--- src/hw/rtl/wnpd_pkg.sv ---
// ----------------------------------------------------------------------------
// wnpd_pkg
// shared types and constants of the nearest point distance block
// ----------------------------------------------------------------------------
package wnpd_pkg;

  localparam int COORD_W = 20;
  localparam int POINT_W = 2 * COORD_W;
  localparam int SQ_W    = 2 * COORD_W + 1;
  localparam int DIST_W  = 21;
  localparam int COUNT_W = 9;

  localparam logic [DIST_W-1:0] DIST_MAX = '1;

  localparam logic CMD_LOAD  = 1'b0;
  localparam logic CMD_QUERY = 1'b1;

  typedef struct packed {
    logic [COORD_W-1:0] y;
    logic [COORD_W-1:0] x;
  } point_t;

  typedef enum logic [1:0] {
    S_IDLE,
    S_SCAN,
    S_DRAIN,
    S_ROOT
  } state_t;

  typedef struct packed {
    logic clear;
    logic vld;
  } dist_ctl_t;

endpackage

--- src/hw/rtl/wnpd_sqrt.sv ---
// ----------------------------------------------------------------------------
// wnpd_sqrt
// iterative floor square root, one result bit per cycle
// ----------------------------------------------------------------------------
module wnpd_sqrt (
  input  logic                              clk,
  input  logic                              rst,
  input  logic                              start,
  input  logic [wnpd_pkg::SQ_W-1:0]         radicand,
  output logic                              done,
  output logic [wnpd_pkg::DIST_W-1:0]       root
);

  localparam int SH_W  = 2 * wnpd_pkg::DIST_W;
  localparam int REM_W = wnpd_pkg::DIST_W + 1;
  localparam int CNT_W = $clog2(wnpd_pkg::DIST_W + 1);

  logic [SH_W-1:0]  shreg;
  logic [REM_W-1:0] rem;
  logic [CNT_W-1:0] cnt;
  logic             busy;
  logic [REM_W:0]   rem_sh;
  logic [REM_W:0]   trial;
  logic             take;

  assign rem_sh = {rem[REM_W-2:0], shreg[SH_W-1 -: 2]};
  assign trial  = {root, 2'b01};
  assign take   = rem_sh >= trial;

  always_ff @(posedge clk) begin
    if (rst) begin
      busy <= 1'b0;
      done <= 1'b0;
      cnt  <= '0;
    end else begin
      done <= 1'b0;
      if (start) begin
        busy <= 1'b1;
        cnt  <= CNT_W'(wnpd_pkg::DIST_W);
      end else if (busy) begin
        cnt <= cnt - 1'b1;
        if (cnt == CNT_W'(1)) begin
          busy <= 1'b0;
          done <= 1'b1;
        end
      end
    end
  end

  always_ff @(posedge clk) begin
    if (start) begin
      shreg <= SH_W'(radicand);
      rem   <= '0;
      root  <= '0;
    end else if (busy) begin
      shreg <= {shreg[SH_W-3:0], 2'b00};
      rem   <= take ? REM_W'(rem_sh - trial) : REM_W'(rem_sh);
      root  <= {root[wnpd_pkg::DIST_W-2:0], take};
    end
  end

  a_start_when_free: assert property (@(posedge clk) disable iff (rst)
    start |-> !busy)
    else $error("square root restarted mid-iteration");

endmodule

--- config.mk ---
export PLATFORM = sky130hd
export DESIGN_NAME = wnpd_sqrt
export DESIGN_NICKNAME = d
export VERILOG_FILES = /design/src/hw/rtl/wnpd_pkg.sv /design/src/hw/rtl/wnpd_sqrt.sv
export SDC_FILE = /design/constraint.sdc
export NUM_CORES = 1
export LEC_CHECK = 0
export ABC_AREA = 1
export BUFFER_PORTS_ARGS = -buffer_cell sky130_fd_sc_hd__buf_2
export CAP_MARGIN = 20
export CORE_ASPECT_RATIO = 1.1
export CORE_UTILIZATION = 45
export CTS_CLUSTER_SIZE = 25
export DETAILED_ROUTE_END_ITERATION = 16
export MAX_ROUTING_LAYER = met4
export PLACE_DENSITY = 0.65
export SETUP_SLACK_MARGIN = 0.1
export SYNTH_ARGS = -nofsm -noshare
export SYNTH_HDL_FRONTEND = slang
export SYNTH_SLANG_ARGS = --single-unit
--- constraint.sdc ---
create_clock -name clk -period 6.3 [get_ports clk]
set_clock_uncertainty 0.15 [all_clocks]
set_input_delay 0.63 -clock clk [delete_from_list [all_inputs] [get_ports clk]]
set_output_delay 0.63 -clock clk [all_outputs]
set_load 0.02 [all_outputs]
### Word-level counts from Yosys, hierarchy flattened

Index checks and enable logic that the tools add are counted.

* $add $sub $neg: 2
* $lt $le $gt $ge: 1
* equal/unequal tests: 1
* muxes and demuxes: 9
* bitwise logic cells: 1
* reduce and logical (&&, ||, !) cells: 3

Operators by type and width (count)
* two-way mux 41 bit: 2
* >= comparator 23 bit: 1
* two-way mux 21 bit: 1
* subtractor 21 bit: 1
* two-way mux 5 bit: 2
* equality test 5 x 1 -> 1 bit, second input constant: 1
* subtractor 5 x 1 -> 5 bit, second input constant: 1
* two-way mux 1 bit: 4
* OR reduction 3 bit: 1
* nonzero test 2 bit: 1
* OR reduction 2 bit: 1
* inverter 1 bit: 1

* register bits after elaboration: 91
* input port bits: 44
* output and inout port bits: 22

### Longest topological paths before layout

* word-level depth: 4
* depth in mapped cells: 15

### Worst setup path after synthesis

No wires, ideal clock.

* path kind: input -> register
* start: input start
* end: register shreg[0] (enable)
* library setup time: 0.421 ns
* data arrival time: 2.384 ns
* required time: 5.729 ns
* path slack: 3.344 ns
* stages: 4
* cells stage by stage: clkbuf_1 > inv_1 > nand2_1 > buf_1

* longest elaborated chain between the ends: 1

RTL lines
* from (decl): RTL line wnpd_sqrt.sv:8 `input logic start,`
* nonzero test 2 bit (no source line)
* to (signal assigned): RTL line wnpd_sqrt.sv:52 `shreg <= SH_W'(radicand);`
* to (signal assigned): RTL line wnpd_sqrt.sv:56 `shreg <= {shreg[SH_W-3:0], 2'b00};`
* to (decl): RTL line wnpd_sqrt.sv:18 `logic [SH_W-1:0] shreg;`

Every way passes these cells.
A chain may end at the register's enable or synchronous reset.

### Final worst setup path

* start: register root[16] (netlist name)
* end: register rem[18]

* longest elaborated chain between the ends: 2
* elaborated cells between the ends (all ways): 3
* those cells by class: add/sub (1); order compare (1); mux (1)

RTL lines
* from (decl): RTL line wnpd_sqrt.sv:11 `output logic [wnpd_pkg::DIST_W-1:0] root`
* from (signal assigned): RTL line wnpd_sqrt.sv:58 `root <= {root[wnpd_pkg::DIST_W-2:0], take};`
* subtractor 21 bit or >= comparator 23 bit (tied branches): RTL line wnpd_sqrt.sv:57, wnpd_sqrt.sv:28
* two-way mux 21 bit *: RTL line wnpd_sqrt.sv:57 `rem <= take ? REM_W'(rem_sh - trial) : REM_W'(rem_sh);`
* to (signal assigned): RTL line wnpd_sqrt.sv:57
* to (decl): RTL line wnpd_sqrt.sv:19 `logic [REM_W-1:0] rem;`

Mark *: on every way between the ends. The rest lies on a longest branch, timed or not.

==> results list <==
- Run status: finished, final reports clean
* FF/Latch Area: roughly 0.0022 mm^2
* Number of DRC markers after the initial detailed-route iteration: 198
- Dividing the final minimum period by the clock period gives 41.4%.
- Final hold analysis gives a worst-case slack of roughly 0.3 ns.
* Pin count of the biggest net entering global routing: 57
- CP Capture Type: flop
- In this run, CTS created clock tree buffers numbering 9.
- The final max-slew violation count is 0.
- The clock passes through at most 2 buffers.
- Row generation in the floorplan step produced 41 rows.
- The later pin in the worst-skew pair is clocked with a latency of 0.34 ns.
* Leakage component of the power: between 3 and 4 nW
- In the synthesized netlist the async set-or-reset flop fraction comes to 0%.
- Across the run, the number of max-cap violations was 0.
- A synthesized cell averages 7.35 um^2.
- Placed wire-length estimate after detailed placement: 8.63 mm
* Cts-stage hold buffer count: 0
* Total standard cell area after synthesis: 0.00530 mm^2
* Wire length of the first global-routing pass: 20.4 mm
- Multi-input gate area: 0.00258 mm^2
* Critical-path maximum fanout: 19
- The repair_antennas step left the layout with diodes totalling 0.
- Detailed-route wire length per cell: around 13 um
* Leading post-synthesis cells by cell area: edfxtp_1 (23%), nand2_1 (19%), dfxtp_1 (19%), inv_1 (6.4%), ha_1 (5.9%)
* Post-CTS Setup Repair Bufs: 0
- Vertical extent of the die: 116 um
- In this run the clock root is driven by a clkbuf_16.
* Number of enable-type register cells in the synthesized netlist: just over 40
- Across every metal layer, demand over resource in global routing totals 21.7%.
- Once the clock tree was built, the resizer swapped 0 gates to a different size.
- The worst setup path is of the reg2reg kind.
- Ports placed on the boundary: 66
- Actual transition at the worst max-transition pin: 0.883 ns
* Growth of design area from synthesis to finish: 13.1%
- Final weighted congestion in routability-driven placement: a little under 0.9
- Setup repair after global routing missed its margin: false
- Setup violations remaining at the end of the flow were counted as 0.
* Effective utilization at floorplan: between 40% and 50%
- Max IR drop VDD: roughly 0.15 mV
- The final route contains between 4000 and 5000 vias.
- WP data required: about 6.4 ns
* Clock Pin Slew Worst Setup and Hold Paths: 0.06 ns
- Nets@finish: 844
* Worst Path Arrival: 2.66 ns
* Class of the tightest hold or removal check: in2reg
- Power spread over the standard cell area amounts to 372 mW/mm^2.
- CTS HTree Levels: 3
- The number of global-route vias before repair is 4349.
* Share of the synthesized area in the top cell type: 23.2%
- In this run the tightest slew margin relative to its limit is 41.1%.
- The first detailed-routing pass ran for 4 iterations.
- Core area: 0.0115 mm^2
- Share of the core filled with cells: 52.2%
* Number of warnings issued by yosys: 0
* Number of different library cells in the post-synthesis netlist: 40
- In the layout the commonest cells are nand2_1 (274), inv_1 (91), buf_2 (65).
- Global routing finished with a remaining overflow of 0.
* Horiz. Die Dim: approximately 110 um
- Most common cell after layout, fill and taps aside: nand2_1
- Total Wirelength: around 12 mm
- TritonCTS built the clock tree.
- Counting flops and latches in the post-synthesis netlist gives 91.
* Fillers: 1163
- The count of final hold-check violations came to 0.
- For this run, the top clock speed supported by timing is 383 MHz.
- The post-route netlist has 14.9% of its cells at a drive strength greater than 1.
- The die covers 0.0122 mm^2.
- Adding up every negative setup slack in the final design gives 0 ns.
* Seq/Total Area, Yosys: between 40% and 50%
* TritonCTS Sinks: 91
* Cell count after synthesis: around 720
- Subtracting the final worst setup slack from the clock period gives 2.61 ns.
* Routed vias/inst: 4.91
- Post-synth top area cell: edfxtp_1
- STA classifies the critical path startpoint as a flop.
- During placement, the flow inserted port buffers numbering 65.
- Synth Net Count: 790
- The most used flip-flop cell after synthesis is dfxtp_1.
- After detailed routing, the number of remaining DRC violations is 0.
* Initial antenna violation count: 0
- The count of nets left with antenna violations once routing finished came out at 0.
## flip-flops by register name, indices dropped and copies added (netlist names)
signal and cells:
done 1, root 21, rem 21, busy 1
cnt 5, shreg 42
## path summary, 6_finish.rpt
check / start / endpoint / slack [ns] / depth (start not counted)
min: rst / cnt[4]$_SDFFE_PP0P_ / 0.31 / 2
max reg2reg: root[16]$_SDFFE_PP0P_ / rem[18]$_SDFFE_PP0P_ / 3.69 / 14
min reg2reg: cnt[4]$_SDFFE_PP0P_ / cnt[4]$_SDFFE_PP0P_ / 0.32 / 2
max: root[16]$_SDFFE_PP0P_ / rem[18]$_SDFFE_PP0P_ / 3.69 / 14
## report_power, final
part / leakage (nW) / total (mW) / internal (mW) / switching, mW
Clock: 0.133 / 0.531 / 0.308 / 0.224
Combinational: 2.11 / 0.984 / 0.315 / 0.669
Sequential: 0.827 / 0.713 / 0.681 / 0.0317
## cell families after synthesis
logic type                 Yosys count  share of synthesized area, %
DFF                                 91                          42.1
adders and majority gates           25                          5.90
buffers and inverters              121                          9.25
and+or+nand+nor                    414                          34.1
AOI/OAI and AO/OA                   59                          6.80
xor gates and xnor gates            11                          1.82
## synthesized netlist by cell type (all sizes together), types with 12 or more instances
master  instances
a21oi          20
buf            12
clkbuf         13
dfxtp          50
edfxtp         41
ha             25
inv            96
nand2         287
nand3          36
nand4          23
nor2           58
o22ai          20
## final cells by class
type / count / share of cell area, %
repair buffers: 68 / 5.80
multi-input cells: 509 / 43.0
clock inverters: 4 / 0.856
flip-flops and latches: 91 / 37.2
well taps: 150 / 3.13
inverters: 96 / 6.01
clock buffers: 12 / 3.94
## critical path, cell delays in order, from the launching register on
cell	delay [ns]
dfxtp_1	0.34
inv_1	0.08
ha_1	0.38
nand2_2	0.12
inv_2	0.03
nand2_1	0.06
nand2_1	0.08
nand3_1	0.08
nand2_1	0.08
nor2_4	0.48
nand2_8	0.20
nand2_4	0.17
nor2_1	0.07
nor2_1	0.10
nor2_1	0.04
## through the flow
stage	area [um^2]	total power, mW	cells	setup WS (ns)
after floorplan	5300	1.53	721	3.34
after global routing	6000	2.41	930	3.44
final	6000	2.23	930	3.69
after detailed placement	5710	1.70	914	3.34
after global placement	5710	1.69	914	3.35
after CTS	6000	2.24	930	3.70
## routing by layer
layer	part of all wire, %	wire length [um]	track usage [%]
met1	47	5590	26.9
met2	47	5600	35.9
met3	3.7	439	3.66
met4	2.1	247	8.08
met5	0	0	-
No activity file was read; power rests on OpenSTA's default activity.
