File: config.mk
export PLATFORM = sky130hd
export DESIGN_NAME = wnpd_dist
export DESIGN_NICKNAME = d
export VERILOG_FILES = /design/src/hw/rtl/wnpd_pkg.sv /design/src/hw/rtl/wnpd_dist.sv
export SDC_FILE = /design/constraint.sdc
export NUM_CORES = 2
export LEC_CHECK = 0
export BUFFER_PORTS_ARGS = -buffer_cell sky130_fd_sc_hd__buf_2
export CAP_MARGIN = 20
export CORE_ASPECT_RATIO = 1.2
export CORE_MARGIN = 2
export CORE_UTILIZATION = 40
export CTS_CLUSTER_SIZE = 30
export DETAILED_ROUTE_END_ITERATION = 8
export REMOVE_ABC_BUFFERS = 1
export SETUP_SLACK_MARGIN = 0.2
export SLEW_MARGIN = 20
export SYNTH_ARGS = -nofsm -noshare
export SYNTH_HDL_FRONTEND = slang
export SYNTH_SLANG_ARGS = --single-unit
File: constraint.sdc
create_clock -name clk -period 11.48 [get_ports clk]
set_clock_uncertainty 0.1 [all_clocks]
set_input_delay 0.574 -clock clk [delete_from_list [all_inputs] [get_ports clk]]
set_output_delay 0.574 -clock clk [all_outputs]
set_load 0.02 [all_outputs]
File: src/hw/rtl/wnpd_pkg.sv
// ----------------------------------------------------------------------------
// wnpd_pkg
// shared types and constants of the nearest point distance block
// ----------------------------------------------------------------------------
package wnpd_pkg;

  localparam int COORD_W = 20;
  localparam int POINT_W = 2 * COORD_W;
  localparam int SQ_W    = 2 * COORD_W + 1;
  localparam int DIST_W  = 21;
  localparam int COUNT_W = 9;

  localparam logic [DIST_W-1:0] DIST_MAX = '1;

  localparam logic CMD_LOAD  = 1'b0;
  localparam logic CMD_QUERY = 1'b1;

  typedef struct packed {
    logic [COORD_W-1:0] y;
    logic [COORD_W-1:0] x;
  } point_t;

  typedef enum logic [1:0] {
    S_IDLE,
    S_SCAN,
    S_DRAIN,
    S_ROOT
  } state_t;

  typedef struct packed {
    logic clear;
    logic vld;
  } dist_ctl_t;

endpackage

File: src/hw/rtl/wnpd_dist.sv
// ----------------------------------------------------------------------------
// wnpd_dist
// squared distance of each streamed point and running minimum
// ----------------------------------------------------------------------------
module wnpd_dist (
  input  logic                              clk,
  input  logic                              rst,
  input  wnpd_pkg::dist_ctl_t               ctl,
  input  wnpd_pkg::point_t                  point,
  input  logic [wnpd_pkg::COORD_W-1:0]      qx,
  input  logic [wnpd_pkg::COORD_W-1:0]      qy,
  output logic                              busy,
  output logic [wnpd_pkg::SQ_W-1:0]         best
);

  logic [wnpd_pkg::COORD_W-1:0]   dx;
  logic [wnpd_pkg::COORD_W-1:0]   dy;
  logic [2*wnpd_pkg::COORD_W-1:0] sqx;
  logic [2*wnpd_pkg::COORD_W-1:0] sqy;
  logic                           sq_vld;
  logic [wnpd_pkg::SQ_W-1:0]      sum;

  assign dx  = (point.x >= qx) ? point.x - qx : qx - point.x;
  assign dy  = (point.y >= qy) ? point.y - qy : qy - point.y;
  assign sum = {1'b0, sqx} + {1'b0, sqy};
  assign busy = sq_vld;

  // multiply stage
  always_ff @(posedge clk) begin
    if (rst) begin
      sq_vld <= 1'b0;
    end else begin
      sq_vld <= ctl.vld && !ctl.clear;
    end
  end

  always_ff @(posedge clk) begin
    if (ctl.vld) begin
      sqx <= dx * dx;
      sqy <= dy * dy;
    end
  end

  // add and keep the minimum
  always_ff @(posedge clk) begin
    if (rst || ctl.clear) begin
      best <= '1;
    end else if (sq_vld && sum < best) begin
      best <= sum;
    end
  end

  a_clear_on_empty_pipe: assert property (@(posedge clk) disable iff (rst)
    ctl.clear |-> !sq_vld && !ctl.vld)
    else $error("minimum cleared while squares still in flight");

  a_best_never_rises: assert property (@(posedge clk) disable iff (rst)
    !ctl.clear |=> best <= $past(best))
    else $error("running minimum grew without a clear");

endmodule

==> Word level (Yosys, flattened, before mapping) <==
Index checks and enable logic that the tools add are counted.
{ "word_totals": {"word_cells": 20, "inputBits": 84, "ff_bits": 122, "latch_bits": 0, "mem_bits_ro": 0, "ramBits": 0, "mem_count": 0, "out_inout_bits": 42} }
{ "op_classes": {"n_eq_ne": 0, "add_sub_neg": 5, "n_div": 0, "shift": 0, "n_reduce_logical": 4, "bitwise_logic": 0, "order_cmp": 3, "multipliers": 2, "mux": 2} }
{ "ops": {"columns": ["cell", "count"], "rows": [
  ["$mul A20 B20 Y40", 2],
  ["$sub A20 B20 Y20", 4],
  ["$add A40 B40 Y41", 1],
  ["$lt A41 B41 Y1", 1],
  ["$ge A20 B20 Y1", 2],
  ["$mux W20", 2],
  ["$logic_and A1 B1 Y1", 2],
  ["$logic_not A1 Y1", 1],
  ["$logic_or A1 B1 Y1", 1]
]} }

==> Longest topological paths before layout <==
{ "depth": {"depth_word": 3, "depth_mapped": 41, "depth_no_buf": 38} }

==> Least setup slack after synthesis <==
No wires, ideal clock.
{ "synth_timing": {"path_kind": "input to register", "from": "input port point[20] in the netlist's numbering", "to": "register sqy[39] in the netlist's numbering (data pin)", "path_buffers": 3, "arrival_ns": 9.321, "cell_stages": 35, "slack_ns": 1.794, "setup_ns": 0.265, "required_ns": 11.115, "cell_sequence": "inv_1 > ha_1 > inv_1 > fa_1 > a21oi_1 > nor2_1 > o221a_2 > o21ai_0 > nand2b_1 > buf_4 > mux2i_1 > o311ai_1 > xnor2_1 > clkbuf_1 > nor2_1 > fa_1 > fa_1 > inv_1 > fa_1 > inv_1 > fa_1 > fa_1 > fa_1 > fa_1 > ha_1 > clkbuf_1 > a21o_1 > a21o_1 > a21o_1 > a21o_1 > a2111oi_0 > a21oi_1 > a211o_1 > a221oi_1 > xnor2_1"} }
{ "synth_via": {"elab_chain_len": 3, "word_cells_on_any_way": 5, "cone_classes": "2 x add/sub; 1 x mul; 1 x order compare; 1 x mux"} }
{ "synth_lines": {"columns": ["item", "line", "text"], "rows": [
  ["start: declaration", "wnpd_dist.sv:9", "input wnpd_pkg::point_t point,"],
  ["$sub A20 B20 Y20 / $ge A20 B20 Y1 (equally long branches)", "wnpd_dist.sv:24", "assign dy = (point.y >= qy) ? point.y - qy : qy - point.y;"],
  ["$mux W20 (*)", "wnpd_dist.sv:24", null],
  ["$mul A20 B20 Y40 (*)", "wnpd_dist.sv:40", "sqy <= dy * dy;"],
  ["end signal: assignment", "wnpd_dist.sv:40", null],
  ["end: declaration", "wnpd_dist.sv:19", "logic [2*wnpd_pkg::COORD_W-1:0] sqy;"]
]} }
Every way passes the cells marked *; elsewhere a longest branch is shown, timed or not.
A chain may end at the register's enable or synchronous reset.

==> Worst setup path after layout <==
{ "layout_timing": {"from": "input port point[11] in the netlist's numbering", "to": "register sqx[34] in the netlist's numbering (data pin)"} }
{ "layout_via": {"elab_chain_len": 3, "word_cells_on_any_way": 5, "cone_classes": "2 x add/sub; 1 x mul; 1 x order compare; 1 x mux"} }
{ "layout_lines": {"columns": ["item", "line", "text"], "rows": [
  ["$sub A20 B20 Y20 / $ge A20 B20 Y1 (equally long branches)", "wnpd_dist.sv:23", "assign dx = (point.x >= qx) ? point.x - qx : qx - point.x;"],
  ["$mux W20 (*)", "wnpd_dist.sv:23", null],
  ["$mul A20 B20 Y40 (*)", "wnpd_dist.sv:39", "sqx <= dx * dx;"],
  ["end signal: assignment", "wnpd_dist.sv:39", null],
  ["end: declaration", "wnpd_dist.sv:18", "logic [2*wnpd_pkg::COORD_W-1:0] sqx;"]
]} }
Marked as above.

==> flow_metrics.py <==
metrics = {
    "outcome": {
        "outcome": "completed",
    },
    "clock_tree": {
        "cts_tree": "done",
        "cts_buffer_depth": 2,
        "clock_sinks": 120,
        "cts_resized": 0,
        "cts_buffers": 17,
        "postCtsSetupBuffers": 0,
        "hold_buffers": 0,
        "clock_latency_ps": 430,
        "cts_root_buf": "clkbuf_16",
        "clk_pin_slew_worst_paths_ps": 60,
        "htreeDepth": 4,
    },
    "grt": {
        "grt_pass1_wl_mm": 138,
        "grtUsageTotal": 0.201,
        "antenna_found_initial": 1,
        "gr-total-overflow": 0,
        "grt_max_degree": 82,
        "grt_pass1_vias": 27200,
    },
    "floorplan": {
        "io_pins": 126,
        "die_w_um": 268,
        "initial_core_util": 0.403,
        "std_cell_rows": 116,
        "die_area_um2": 86300,
        "die_height_um": 321,
        "coreArea_um2": 83300,
    },
    "setup_path": {
        "critPathLaunchType": "primary input",
        "crit_required_ps": 11550,
        "worstReg2RegEnd": "best[0]$_SDFFE_PP1P_",
        "r2r-start": "sqx[15]$_DFFE_PP_",
        "cpMostUsedCell": "fa_1",
        "arrival_ps": 10620,
        "critPathKind": "primary input to flop",
        "slowest_stage": "o211ai_4",
        "cp_max_fo": 31,
        "cpPeakStageDelay_ps": 870,
        "reg2reg_slack_ps": 5610,
        "crit_path_end_kind": "flop",
        "ff2ff_path_depth": 16,
    },
    "timing": {
        "hold_viol": 0,
        "period_minus_slack_ps": 10550,
        "relSlewSlack": 0.303,
        "setup_violations": 0,
        "fmax_mhz": 94.8,
        "slew_viol_final": 0,
        "fin_tns_setup_ps": 0,
        "rsz0062_at_grt": "no",
        "worst_pin_slew_ps": 1050,
        "finalCritPeriodShare": 0.919,
    },
    "synth": {
        "synth_area_leaders": "fa_1, ha_1, inv_1, edfxtp_1, nand2_1",
        "avgSynthCellArea_um2": 9.02,
        "ys_ff_latch": 120,
        "synthFlopType": "edfxtp_1",
        "synth.distinct_cells": 94,
        "seq_area_frac_synth": 0.0948,
        "yosysMostFrequentCell": "inv_1",
        "synth_top_area_share": 0.334,
        "synth_area_um2": 33600,
        "async_flop_share": 0,
        "ys_top_cells_by_count": "inv_1, fa_1, ha_1",
        "syn_inst": 3724,
        "synth_edf_count": 78,
        "ys.warnings.count": 0,
        "yosysTopAreaCell": "fa_1",
    },
    "route": {
        "drc": 0,
        "viasPerCell": 5.16,
        "drt_wl_total_mm": 83.2,
        "ant_nets": 0,
        "vias": 25500,
        "drtIter0Drc": 1174,
        "routedWlPerCell_um": 16.8,
        "first_pass_iters": 7,
    },
    "placed_design": {
        "finalWeightedCongestion": 0.894,
        "hpwl_mm": 70.8,
        "io_buffers": 125,
    },
    "layout": {
        "nets": 4916,
        "area_growth_pct": 7.67,
        "diodes": 0,
        "drive_gt1_frac": 0.0740,
        "n_fill_cell": 8321,
    },
    "min_path": {
        "min_to": "best[34]$_SDFFE_PP1P_",
        "hp-class": "primary input to flop",
        "holdPathStages": 3,
        "worstHoldStart": "rst",
    },
    "job": {
        "drv_cap": 0,
    },
}
-- critical path: cells and delay by family --
family / cells / cell delay [ps]
XOR/XNOR: 2 / 790
adder cells (fa/ha/maj): 9 / 4420
AND/OR/NAND/NOR: 4 / 600
AO/OA/AOI/OAI: 11 / 3180
buffers and inverters: 6 / 680
multiplexers: 1 / 350
-- final cells by class --
class	count	area (um^2)	area share
tap	1121	1400	0.0388
clock buffer	18	439	0.0121
clock inverter	14	171	0.00474
inverter	823	3090	0.0855
sequential	120	3180	0.0881
timing repair buffer	183	1080	0.0298
multi-input combinational	2665	26800	0.741
-- logic make-up after synthesis --
logic type	count (synthesis)	synth area share
simple gates	821	0.109
xor+xnor	180	0.0514
flops	120	0.0948
mux	24	0.00727
compound gates	616	0.123
fa+ha+maj	1024	0.507
buf+inv	939	0.108
-- layout by cell type, fill, tap and decap left out, types with 44 or more instances in the layout --
cell type / count
o211ai_1: 44
fa_1: 560
nand2_1: 317
xnor2_1: 100
inv_1: 804
a21oi_1: 179
edfxtp_1: 78
o21ai_0: 83
ha_1: 462
buf_2: 124
buf_4: 58
a21o_1: 110
xor2_1: 65
nor2_1: 277
-- per-layer routing --
layer  vias to the layer above  GRT usage  wire [um]
li1                      12100          -          -
met1                     12800      0.264      35900
met2                       539      0.350      41400
met3                       119     0.0269       3800
met4                         0     0.0490       2140
met5                         -          0          0
-- registers in the layout, indices dropped and copies added, names as in the netlist --
register / cells
best: 41
busy: 1
sqx: 39
sqy: 39
-- metrics by stage --
step,cell area (um^2),util,setup WS (ps),hold slack [ps],std cells
4_1_cts,36100,0.434,1020,390,4943
5_1_grt,36100,0.434,297,356,4944
6_report,36100,0.434,931,349,4944
3_3_place_gp,35500,0.426,669,403,4911
2_1_floorplan,33000,-,1280,464,3608
3_5_place_dp,35500,0.426,584,393,4911
-- worst max-delay path by stage --
stage                        endpoint  startpoint  cells after the start
finish              sqx[34]$_DFFE_PP_   point[11]                     33
global route        sqy[39]$_DFFE_PP_   point[20]                     35
CTS                 sqx[34]$_DFFE_PP_   point[11]                     33
detailed placement  sqx[34]$_DFFE_PP_   point[11]                     33
global placement    sqx[34]$_DFFE_PP_   point[11]                     33
floorplan           sqy[39]$_DFFE_PP_   point[28]                     31
Power is left out: the tool's default activity adds up to more than one toggle a clock period on the data nets, which glitch-free logic cannot reach.
